--- src/fegf_pkg.sv ---
// shared types and constants of the free extent gap finder
// no dependencies
package fegf_pkg;

    localparam int SECTOR_BITS_DEFAULT = 48;
    localparam int THRESH_BITS         = 21;
    localparam int SHIFT_BITS          = 5;
    localparam int CFG_IDX_BITS        = 2;

    localparam logic [THRESH_BITS-1:0] MIB_BYTES         = THRESH_BITS'(1) << 20;
    localparam logic [SHIFT_BITS-1:0]  SECTOR_SHIFT_RESET = SHIFT_BITS'(9);

    typedef enum logic [CFG_IDX_BITS-1:0] {
        CFG_REGION_START  = 2'd0,
        CFG_REGION_END    = 2'd1,
        CFG_SECTOR_SHIFT  = 2'd2,
        CFG_NESTED_REGION = 2'd3
    } cfg_index_t;

    localparam logic KIND_EXTENT = 1'b0;
    localparam logic KIND_END    = 1'b1;

    typedef struct packed {
        logic emit;
        logic seen_next;
    } fegf_status_t;

endpackage

--- src/free_extent_gap_finder.sv ---
// top level of the free extent gap finder: handshakes, state and result register
// depends on fegf_pkg, fegf_cfg_regs and fegf_eval
//
// Takes the sorted allocated extents of a sector region, one item each, and
// then an end-of-list item, and returns the unallocated gaps: at most one gap
// per item. One item is accepted every cycle unless an item with a gap is held
// in the input register while the result register holds a result not yet taken.
// An accepted item goes through an input register, the combinational evaluator
// that compares it against the saved last extent end, and the result register.
// The saved state is updated as an item leaves the input register, so the next
// item sees it at once. An item that produces no gap never waits on the result
// side. Configuration writes are accepted every cycle and must be made while no item is in flight.
module free_extent_gap_finder import fegf_pkg::*; #(
    parameter int SECTOR_BITS = SECTOR_BITS_DEFAULT
) (
    input  logic                    aclk,
    input  logic                    aresetn,
    input  logic                    cfg_valid,
    output logic                    cfg_ready,
    input  logic [CFG_IDX_BITS-1:0] cfg_index,
    input  logic [SECTOR_BITS-1:0]  cfg_data,
    input  logic                    s_valid,
    output logic                    s_ready,
    input  logic                    s_kind,
    input  logic [SECTOR_BITS-1:0]  s_part_start,
    input  logic [SECTOR_BITS-1:0]  s_part_end,
    input  logic                    s_is_logical,
    output logic                    m_valid,
    input  logic                    m_ready,
    output logic [SECTOR_BITS-1:0]  m_gap_start,
    output logic [SECTOR_BITS-1:0]  m_gap_end,
    output logic                    m_in_extended
);

    logic [SECTOR_BITS-1:0] region_start;
    logic [SECTOR_BITS-1:0] region_end;
    logic [THRESH_BITS-1:0] threshold;
    logic                   nested_region;

    logic                   in_valid_reg;
    logic                   in_kind_reg;
    logic [SECTOR_BITS-1:0] in_start_reg;
    logic [SECTOR_BITS-1:0] in_end_reg;
    logic                   in_logical_reg;

    logic                   seen_reg;
    logic [SECTOR_BITS-1:0] last_end_reg;

    logic                   out_valid_reg;
    logic [SECTOR_BITS-1:0] out_start_reg;
    logic [SECTOR_BITS-1:0] out_end_reg;
    logic                   out_ext_reg;

    fegf_status_t           status;
    logic [SECTOR_BITS-1:0] gap_start;
    logic [SECTOR_BITS-1:0] gap_end;
    logic [SECTOR_BITS-1:0] last_end_next;
    logic                   out_free;
    logic                   advance;
    logic                   load_out;

    fegf_cfg_regs #(.SECTOR_BITS(SECTOR_BITS)) u_cfg (
        .aclk          (aclk),
        .aresetn       (aresetn),
        .cfg_valid     (cfg_valid),
        .cfg_ready     (cfg_ready),
        .cfg_index     (cfg_index),
        .cfg_data      (cfg_data),
        .region_start  (region_start),
        .region_end    (region_end),
        .threshold     (threshold),
        .nested_region (nested_region)
    );

    fegf_eval #(.SECTOR_BITS(SECTOR_BITS)) u_eval (
        .kind          (in_kind_reg),
        .part_start    (in_start_reg),
        .part_end      (in_end_reg),
        .is_logical    (in_logical_reg),
        .seen_any      (seen_reg),
        .last_end      (last_end_reg),
        .region_start  (region_start),
        .region_end    (region_end),
        .threshold     (threshold),
        .status        (status),
        .gap_start     (gap_start),
        .gap_end       (gap_end),
        .last_end_next (last_end_next)
    );

    assign out_free = !out_valid_reg || m_ready;
    assign advance  = in_valid_reg && (!status.emit || out_free);
    assign load_out = advance && status.emit;
    assign s_ready  = !in_valid_reg || advance;

    // input register
    always_ff @(posedge aclk) begin
        if (!aresetn) begin
            in_valid_reg <= 1'b0;
        end else if (s_ready) begin
            in_valid_reg <= s_valid;
        end
    end

    always_ff @(posedge aclk) begin
        if (s_ready && s_valid) begin
            in_kind_reg    <= s_kind;
            in_start_reg   <= s_part_start;
            in_end_reg     <= s_part_end;
            in_logical_reg <= s_is_logical;
        end
    end

    // extent state
    always_ff @(posedge aclk) begin
        if (!aresetn) begin
            seen_reg     <= 1'b0;
            last_end_reg <= '0;
        end else if (advance) begin
            seen_reg     <= status.seen_next;
            last_end_reg <= last_end_next;
        end
    end

    // result register
    always_ff @(posedge aclk) begin
        if (!aresetn) begin
            out_valid_reg <= 1'b0;
        end else if (out_free) begin
            out_valid_reg <= load_out;
        end
    end

    always_ff @(posedge aclk) begin
        if (load_out) begin
            out_start_reg <= gap_start;
            out_end_reg   <= gap_end;
            out_ext_reg   <= nested_region;
        end
    end

    assign m_valid       = out_valid_reg;
    assign m_gap_start   = out_start_reg;
    assign m_gap_end     = out_end_reg;
    assign m_in_extended = out_ext_reg;

endmodule

--- src/fegf_cfg_regs.sv ---
// configuration registers and threshold derivation
// depends on fegf_pkg
module fegf_cfg_regs import fegf_pkg::*; #(
    parameter int SECTOR_BITS = SECTOR_BITS_DEFAULT
) (
    input  logic                    aclk,
    input  logic                    aresetn,
    input  logic                    cfg_valid,
    output logic                    cfg_ready,
    input  logic [CFG_IDX_BITS-1:0] cfg_index,
    input  logic [SECTOR_BITS-1:0]  cfg_data,
    output logic [SECTOR_BITS-1:0]  region_start,
    output logic [SECTOR_BITS-1:0]  region_end,
    output logic [THRESH_BITS-1:0]  threshold,
    output logic                    nested_region
);

    logic [SECTOR_BITS-1:0] region_start_reg;
    logic [SECTOR_BITS-1:0] region_end_reg;
    logic [SHIFT_BITS-1:0]  sector_shift_reg;
    logic                   nested_region_reg;

    assign cfg_ready = 1'b1;

    always_ff @(posedge aclk) begin
        if (!aresetn) begin
            region_start_reg  <= '0;
            region_end_reg    <= '0;
            sector_shift_reg  <= SECTOR_SHIFT_RESET;
            nested_region_reg <= 1'b0;
        end else if (cfg_valid) begin
            unique case (cfg_index_t'(cfg_index))
                CFG_REGION_START:  region_start_reg  <= cfg_data;
                CFG_REGION_END:    region_end_reg    <= cfg_data;
                CFG_SECTOR_SHIFT:  sector_shift_reg  <= cfg_data[SHIFT_BITS-1:0];
                CFG_NESTED_REGION: nested_region_reg <= cfg_data[0];
                default: ;
            endcase
        end
    end

    // one mebibyte counted in sectors
    assign threshold     = MIB_BYTES >> sector_shift_reg;
    assign region_start  = region_start_reg;
    assign region_end    = region_end_reg;
    assign nested_region = nested_region_reg;

endmodule

--- src/fegf_eval.sv ---
// gap decision logic for one item against the saved extent state
// depends on fegf_pkg
module fegf_eval import fegf_pkg::*; #(
    parameter int SECTOR_BITS = SECTOR_BITS_DEFAULT
) (
    input  logic                   kind,
    input  logic [SECTOR_BITS-1:0] part_start,
    input  logic [SECTOR_BITS-1:0] part_end,
    input  logic                   is_logical,
    input  logic                   seen_any,
    input  logic [SECTOR_BITS-1:0] last_end,
    input  logic [SECTOR_BITS-1:0] region_start,
    input  logic [SECTOR_BITS-1:0] region_end,
    input  logic [THRESH_BITS-1:0] threshold,
    output fegf_status_t           status,
    output logic [SECTOR_BITS-1:0] gap_start,
    output logic [SECTOR_BITS-1:0] gap_end,
    output logic [SECTOR_BITS-1:0] last_end_next
);

    logic [SECTOR_BITS-1:0] thr_wide;
    logic [SECTOR_BITS-1:0] head_dist;
    logic [SECTOR_BITS-1:0] mid_dist;
    logic [SECTOR_BITS-1:0] tail_dist;
    logic [SECTOR_BITS-1:0] last_next;
    logic [SECTOR_BITS-1:0] part_prev;

    assign thr_wide  = {{(SECTOR_BITS-THRESH_BITS){1'b0}}, threshold};
    assign head_dist = part_start - region_start;
    assign mid_dist  = part_start - last_end - SECTOR_BITS'(1);
    assign tail_dist = region_end - last_end;
    assign last_next = last_end + SECTOR_BITS'(1);
    assign part_prev = part_start - SECTOR_BITS'(1);

    always_comb begin
        status.emit      = 1'b0;
        status.seen_next = 1'b0;
        gap_start        = last_next;
        gap_end          = part_prev;
        last_end_next    = '0;
        if (kind == KIND_END) begin
            gap_end = region_end;
            if (!seen_any) begin
                status.emit = 1'b1;
                gap_start   = region_start;
            end else if (region_end >= last_end && tail_dist >= thr_wide) begin
                status.emit = 1'b1;
            end
        end else begin
            status.seen_next = 1'b1;
            last_end_next    = part_end;
            if (!seen_any) begin
                gap_start = region_start;
                if (part_start > region_start && head_dist > thr_wide) begin
                    status.emit = 1'b1;
                end
            end else if (part_start > last_end) begin
                if (mid_dist > thr_wide || (mid_dist == thr_wide && !is_logical)) begin
                    status.emit = 1'b1;
                end
            end
        end
    end

endmodule

--- config.mk ---
export PLATFORM = sky130hd
export DESIGN_NAME = free_extent_gap_finder
export DESIGN_NICKNAME = d
export VERILOG_FILES = /design/src/fegf_pkg.sv /design/src/free_extent_gap_finder.sv /design/src/fegf_cfg_regs.sv /design/src/fegf_eval.sv
export SDC_FILE = /design/constraint.sdc
export NUM_CORES = 1
export LEC_CHECK = 0
export BUFFER_PORTS_ARGS = -buffer_cell sky130_fd_sc_hd__buf_2
export CELL_PAD_IN_SITES_DETAIL_PLACEMENT = 1
export CELL_PAD_IN_SITES_GLOBAL_PLACEMENT = 2
export CORE_AREA = 8 8 271 273
export DETAILED_ROUTE_END_ITERATION = 6
export DIE_AREA = 0 0 279 281
export PLACE_DENSITY_LB_ADDON = 0.1
export SLEW_MARGIN = 20
export SYNTH_ARGS = -nofsm -noshare
export SYNTH_HDL_FRONTEND = slang
export SYNTH_SLANG_ARGS = --single-unit
--- constraint.sdc ---
create_clock -name aclk -period 10.86 [get_ports aclk]
set_input_delay 1.086 -clock aclk [delete_from_list [all_inputs] [get_ports aclk]]
set_output_delay 1.086 -clock aclk [all_outputs]
set_load 0.05 [all_outputs]
# After elaboration in Yosys (flattened, before gate mapping)
# Cells that the tools add are included.
# W data, S select, Z words.
[op_classes]
addsub = 6
mul = 0
n_div = 0
order_cmp = 6
eq_ne = 4
n_shift = 1
muxes = 11
bitwise_logic = 0
reduce_logical = 19
[ops]
columns = ["operator", "count"]
rows = [
  ["$mux W48", 3],
  ["$sub A48 B48 Y48", 3],
  ["$gt A48 B21 Y1", 2],
  ["$gt A48 B48 Y1", 2],
  ["$sub A48 B1 Y48 const B", 2],
  ["$add A48 B1 Y48 const B", 1],
  ["$eq A48 B21 Y1", 1],
  ["$ge A48 B21 Y1", 1],
  ["$ge A48 B48 Y1", 1],
  ["$shr A21 B5 Y21 const A", 1],
  ["$mux W1", 8],
  ["$reduce_and A2 Y1", 4],
  ["$logic_and A1 B1 Y1", 6],
  ["$eq A2 B2 Y1 const B", 2],
  ["$logic_not A1 Y1", 4],
  ["$logic_or A1 B1 Y1", 4],
  ["$eq A2 B1 Y1 const B", 1],
  ["$logic_not A2 Y1", 1],
]
[word_totals]
regBits = 348
latch_bits = 0
mem_bits_rw = 0
rom_bits = 0
output_inout_bits = 100
n_memories = 0

# Depth between registers and ports, before layout
[depth]
word_depth = 14
mapped_depth = 27

# By module
# From an unflattened synthesis, not the netlist that was laid out.
[hier_totals]
hier_cells = 3008
hier_area_um2 = 25881.1
[by_module_without_submodules]
columns = ["module", "n_inst", "cells_each", "area_each_um2", "seq_area_each_um2"]
rows = [
  ["fegf_eval", 1, 2165, 13927.1, 0.0],
  ["free_extent_gap_finder", 1, 419, 7952.6, 6876.6],
  ["fegf_cfg_regs", 1, 424, 4001.3, 2042.0],
]

# Worst setup path before layout
# No wires, ideal clock.
[synth_timing]
path_type = "register -> register"
from = "reg in_start_reg[0]"
to = "reg out_end_reg[0], in the netlist m_gap_end[0], enable pin"
setup_time_ns = 0.553
arrival_ns = 8.120
required_ns = 10.307
setup_slack_ns = 2.186
stages_incl_launch_ff = 21
synth_period_minus_slack_ns = 8.674
path_cell_list = "edfxtp_1 ha_1 fa_1 a211oi_1 nor2_1 o21ai_0 o21ai_0 a21o_1 a21oi_1 xnor2_1 ha_1 nand4_1 nor3_1 o31ai_1 nand4b_1 nand3_1 o2111ai_1 or4_1 a41oi_2 or3b_2 nor2_1"
[synth_via]
elab_chain_cells = 13
word_cells_on_any_way = 20
cone_classes = "add/sub: 3; order compare: 4; eq/ne: 1; mux: 5; reduce/logical: 7"
[synth_lines]
columns = ["element", "line", "source"]
rows = [
  ["start: declaration", "free_extent_gap_finder.sv:42", "logic [SECTOR_BITS-1:0] in_start_reg;"],
  ["start signal: assignment", "free_extent_gap_finder.sv:108", "in_start_reg <= s_part_start;"],
  ["parallel branches: the longest is 7 deep, another holds $sub A48 B48 Y48", "-", ""],
  ["$mux W1 (*)", "fegf_eval.sv:52", "if (!seen_any) begin"],
  ["$mux W1 (*)", "fegf_eval.sv:41", "if (kind == KIND_END) begin"],
  ["$logic_not A1 Y1", "free_extent_gap_finder.sv:92", "assign advance = in_valid_reg && (!status.emit || out_free);"],
  ["$logic_or A1 B1 Y1", "free_extent_gap_finder.sv:92", ""],
  ["$logic_and A1 B1 Y1", "free_extent_gap_finder.sv:92", ""],
  ["$logic_and A1 B1 Y1 (*)", "free_extent_gap_finder.sv:93", "assign load_out = advance && status.emit;"],
  ["via load_out", "free_extent_gap_finder.sv:60", "logic load_out;"],
  ["end signal: assignment", "free_extent_gap_finder.sv:137", "out_end_reg <= gap_end;"],
  ["end: declaration", "free_extent_gap_finder.sv:51", "logic [SECTOR_BITS-1:0] out_end_reg;"],
]
# Mark *: on every way through the listed nets, which the timed path passes.
# A chain may end at the register's enable or synchronous reset.

# Worst setup path after layout
[layout_timing]
from = "reg last_end_reg[0]"
to = "out s_ready"
[layout_via]
elab_chain_cells = 13
word_cells_on_any_way = 21
cone_classes = "add/sub: 3; order compare: 4; eq/ne: 1; mux: 6; reduce/logical: 7"
[layout_lines]
columns = ["element", "line", "source"]
rows = [
  ["start: declaration", "free_extent_gap_finder.sv:47", "logic [SECTOR_BITS-1:0] last_end_reg;"],
  ["start signal: assignment", "free_extent_gap_finder.sv:121", "last_end_reg <= last_end_next;"],
  ["parallel branches: the longest is 8 deep, another holds $sub A48 B48 Y48", "-", ""],
  ["$mux W1 (*)", "fegf_eval.sv:41", ""],
  ["$logic_not A1 Y1 (*)", "free_extent_gap_finder.sv:92", ""],
  ["$logic_or A1 B1 Y1 (*)", "free_extent_gap_finder.sv:92", ""],
  ["$logic_and A1 B1 Y1 (*)", "free_extent_gap_finder.sv:92", ""],
  ["$logic_or A1 B1 Y1 (*)", "free_extent_gap_finder.sv:94", "assign s_ready = !in_valid_reg || advance;"],
  ["end: declaration", "free_extent_gap_finder.sv:23", "output logic s_ready,"],
]
# Mark *: on every way between the ends.

==> results.md <==
* Max-slew violation count at 0
* Iteration-0 DRC Markers at about 1,700
* WL met2 at about 48,000 um
* DRC violations left at 0
* Nets at roughly 3,500
* Routed WL at 106,000 um
* DP HPWL at 85,400 um
* GRT Resource Usage Total at between 20% and 30%
* Routed vias at between 20,000 and 25,000
* Seq/Total Area, Yosys at 35.2%
* DIE HEIGHT at 281 um
* Syn_area_per_cell at between 8 and 9 um^2
* Hold WC Path Type: flop to flop
* Hold path cells at 0
* Pin count of the biggest net entering global routing at between 80 and 90
* Drt via density at around 5.7
* Clock transition at path regs at about 0.060 ns
* Synth-to-layout area growth at 13.1%
* Final Skew at around 0.018 ns
* Total Die Area at between 70,000 and 80,000 um^2
* Status: finished clean
* Reg2reg end: in_start_reg[14]
* FF-to-FF path depth at 24
* DR top layer: met4
* WHS Endpoint: m_in_extended
* Crit end category: primary output
* Synth cell types at 98
* Filler cells at between 8,000 and 9,000
* Post-synthesis cell count at 2,994
* WS Path Type: flop to primary output
* Worst IR Drop VDD at 125 uV
* Core area at 69,300 um^2
* Total inserted antenna cells at 0
* Vias in the first global route at ~24,000
* Hold Crit Start: u_cfg.nested_region
* IO Pins at 253
* GPL Wtd Cong at 0.950
* Synth async-reset ratio at 0%
* Postcts setup bufs at 0
* Clk root buf: clkbuf_16
* Slew @ Worst Pin at about 1.1 ns
* Req. time, crit path at just under 10 ns
* Setup TNS at 0 ns
* First-pass GRT wire length at ~160,000 um
* Max Buffers Root-to-Sink at 3
* Met1 wire length at approximately 50,000 um
* Max-Cap Viols at 0
* Share of layout cells above drive strength 1 at approximately an eighth
* Setup slack, reg-to-reg at between 3 and 4 ns
* R2r startpoint: last_end_reg[0]
* Count of final hold-check violations at 0
* Pre-Repair DR Iteration Count at 5
* Crit start category: flop
* Clk_lat worst skew at 0.58 ns
* CTS Buf Count at 40
* RSZ-0062 raised after global routing: no
* CP max stage cell: a2111oi_0
* Worst path max stage delay at ~0.63 ns
* Prevailing post-synth register cell: edfxtp_1
* Cell Chain, Critical Path: inv_1 -> ha_1 -> fa_1 -> a211oi_1 -> nor2_1 -> o31ai_2 -> o21ai_1 -> a31oi_1 -> o21ai_0 -> xor2_1 -> ha_1 -> nand2_1 -> a21oi_1 -> a211oi_1 -> a31oi_1 -> a2111oi_0 -> nand4_1 -> nor3_1 -> o2111ai_1 -> or4_1 -> a41oi_2 -> or3_1 -> buf_2
* Synth Cell Area at roughly 25,000 um^2
* Initial antenna violation count at 2
* Crit path arrival time at a little under 7 ns
* FF+latch count, synth at approximately 350
* Post_cts resized at 0
* Number of synthesized flops with an enable pin at about 200
* FMAX at between 100 and 150 MHz
* Post-cts hold buffer count at 0
* Final number of setup-violating endpoints at 0
* Std-Cell Rows at just under 100
* Met3 Wirelength at between 5000 and 6000 um
* Die W at 279 um
* WL/cell at ~26 um
* Initial core utilization at a little over a third
* CTS H-tree lvls at 2
* Pwr per Cell Area at 139 nW/um^2
* Leak at 10.9 nW
* WHS at approximately 0.45 ns
* Final worst path period share at between 70% and 80%
* Clock sinks at between 300 and 400
* Grt total ovfl at 0
* # port buffers at around 250
* Period minus WS final at 7.88 ns
* CTS tree: done
* Mapped Nets at roughly 3,400
* Slew headroom at between 20% and 30%
* Post-route ant nets at 0
* Worst-path maximum fanout at 6
* YS warnings at 0
-- routing by layer --
layer | track usage [%] | vias to the layer above
met5 | 0 | -
met4 | 5.71 | 0
met3 | 4.22 | 107
met2 | 42.6 | 639
met1 | 36.3 | 11712
li1 | - | 11136
-- cells by family (layout without fill, tap and decap cells) --
family	after synthesis	after routing	share of synthesized area, %
fa+ha+maj	213	213	10.6
buf+inv	273	487	4.16
xor+xnor	199	199	6.87
simple gates	1081	1081	20.1
mux	66	66	2.61
flops	348	348	35.2
other cells	1	1	0.0148
compound gates	813	813	20.4
-- critical path: cells and delay by family, from the launching register on --
kind | cells | cell delay, ns
AO/OA/AOI/OAI | 11 | 2.80
XOR/XNOR | 1 | 0.17
adder cells (fa/ha/maj) | 3 | 1.01
buffers and inverters | 2 | 0.40
flip-flops | 1 | 0.45
AND/OR/NAND/NOR | 6 | 1.38
-- cells in the mapped netlist (all sizes together) (55+ instances only) --
library cell	n	area [um^2]
nor2	196	736
a21boi	107	807
nand3	65	325
xnor2	144	1260
a21oi	261	1320
edfxtp	195	5860
ha	210	2630
o21ai	175	876
dfxtp	153	3060
nand4	65	407
nand3b	56	420
nand2	491	1840
xor2	55	482
mux2i	65	651
clkbuf	111	417
inv	144	541
-- per-stage QoR --
step | utilization [%] | worst slack [ns] | area [um^2] | cells | total power [mW]
floorplan | - | 2.19 | 25400 | 2994 | 2.31
global placement | 39.6 | 3.22 | 27400 | 4074 | 2.69
detailed placement | 39.6 | 3.09 | 27400 | 4074 | 2.71
CTS | 41.4 | 2.97 | 28700 | 4148 | 4.03
global route | 41.4 | 2.38 | 28700 | 4148 | 4.18
finish | 41.4 | 2.98 | 28700 | 4148 | 4.00
-- report_power, final --
part           switching, mW  internal, mW
registers             0.0558          1.46
clock network          0.568         0.739
logic                  0.771         0.402
total                   1.40          2.61
-- cell type report --
class | count | area (um^2) | share of cell area [%]
Clock buffer | 53 | 1100 | 3.84
Inverter | 145 | 544 | 1.90
Timing Repair Buffer | 268 | 1390 | 4.85
Clock inverter | 21 | 140 | 0.488
Tap cell | 940 | 1180 | 4.10
Sequential cell | 348 | 8920 | 31.1
Multi-Input combinational cell | 2373 | 15400 | 53.7
-- how the worst max path moves through the flow --
stage / start / end / slack, ns / cells after the start
after floorplan: in_start_reg[0] / m_gap_end[0] / 2.19 / 20
after global placement: last_end_reg[0] / in_start_reg[13] / 3.22 / 23
after detailed placement: last_end_reg[0] / in_start_reg[12] / 3.09 / 24
after CTS: last_end_reg[0] / s_ready / 2.97 / 23
after global routing: last_end_reg[0] / s_ready / 2.38 / 22
final: last_end_reg[0] / s_ready / 2.98 / 23
-- placed cells by master (no fill, tap or decap), types with 19 or more instances in the layout --
master and count:
nand2_1 491, o21ai_1 19, o211ai_1 22, nor3_1 46
o21a_1 22, nand3b_1 56, nor4_1 20, clkbuf_16 41
a21oi_1 258, edfxtp_1 195, nand3_1 65, o21bai_1 25
nand4_1 65, inv_1 144, xor2_1 55, nor2b_1 33
a21boi_0 104, o21ai_0 156, nor2_1 195, mux2i_1 65
ha_1 210, buf_2 250, a211oi_1 24, a21o_1 50
xnor2_1 144, a31oi_1 21, dfxtp_1 152
Power figures use the tool's default switching activity.
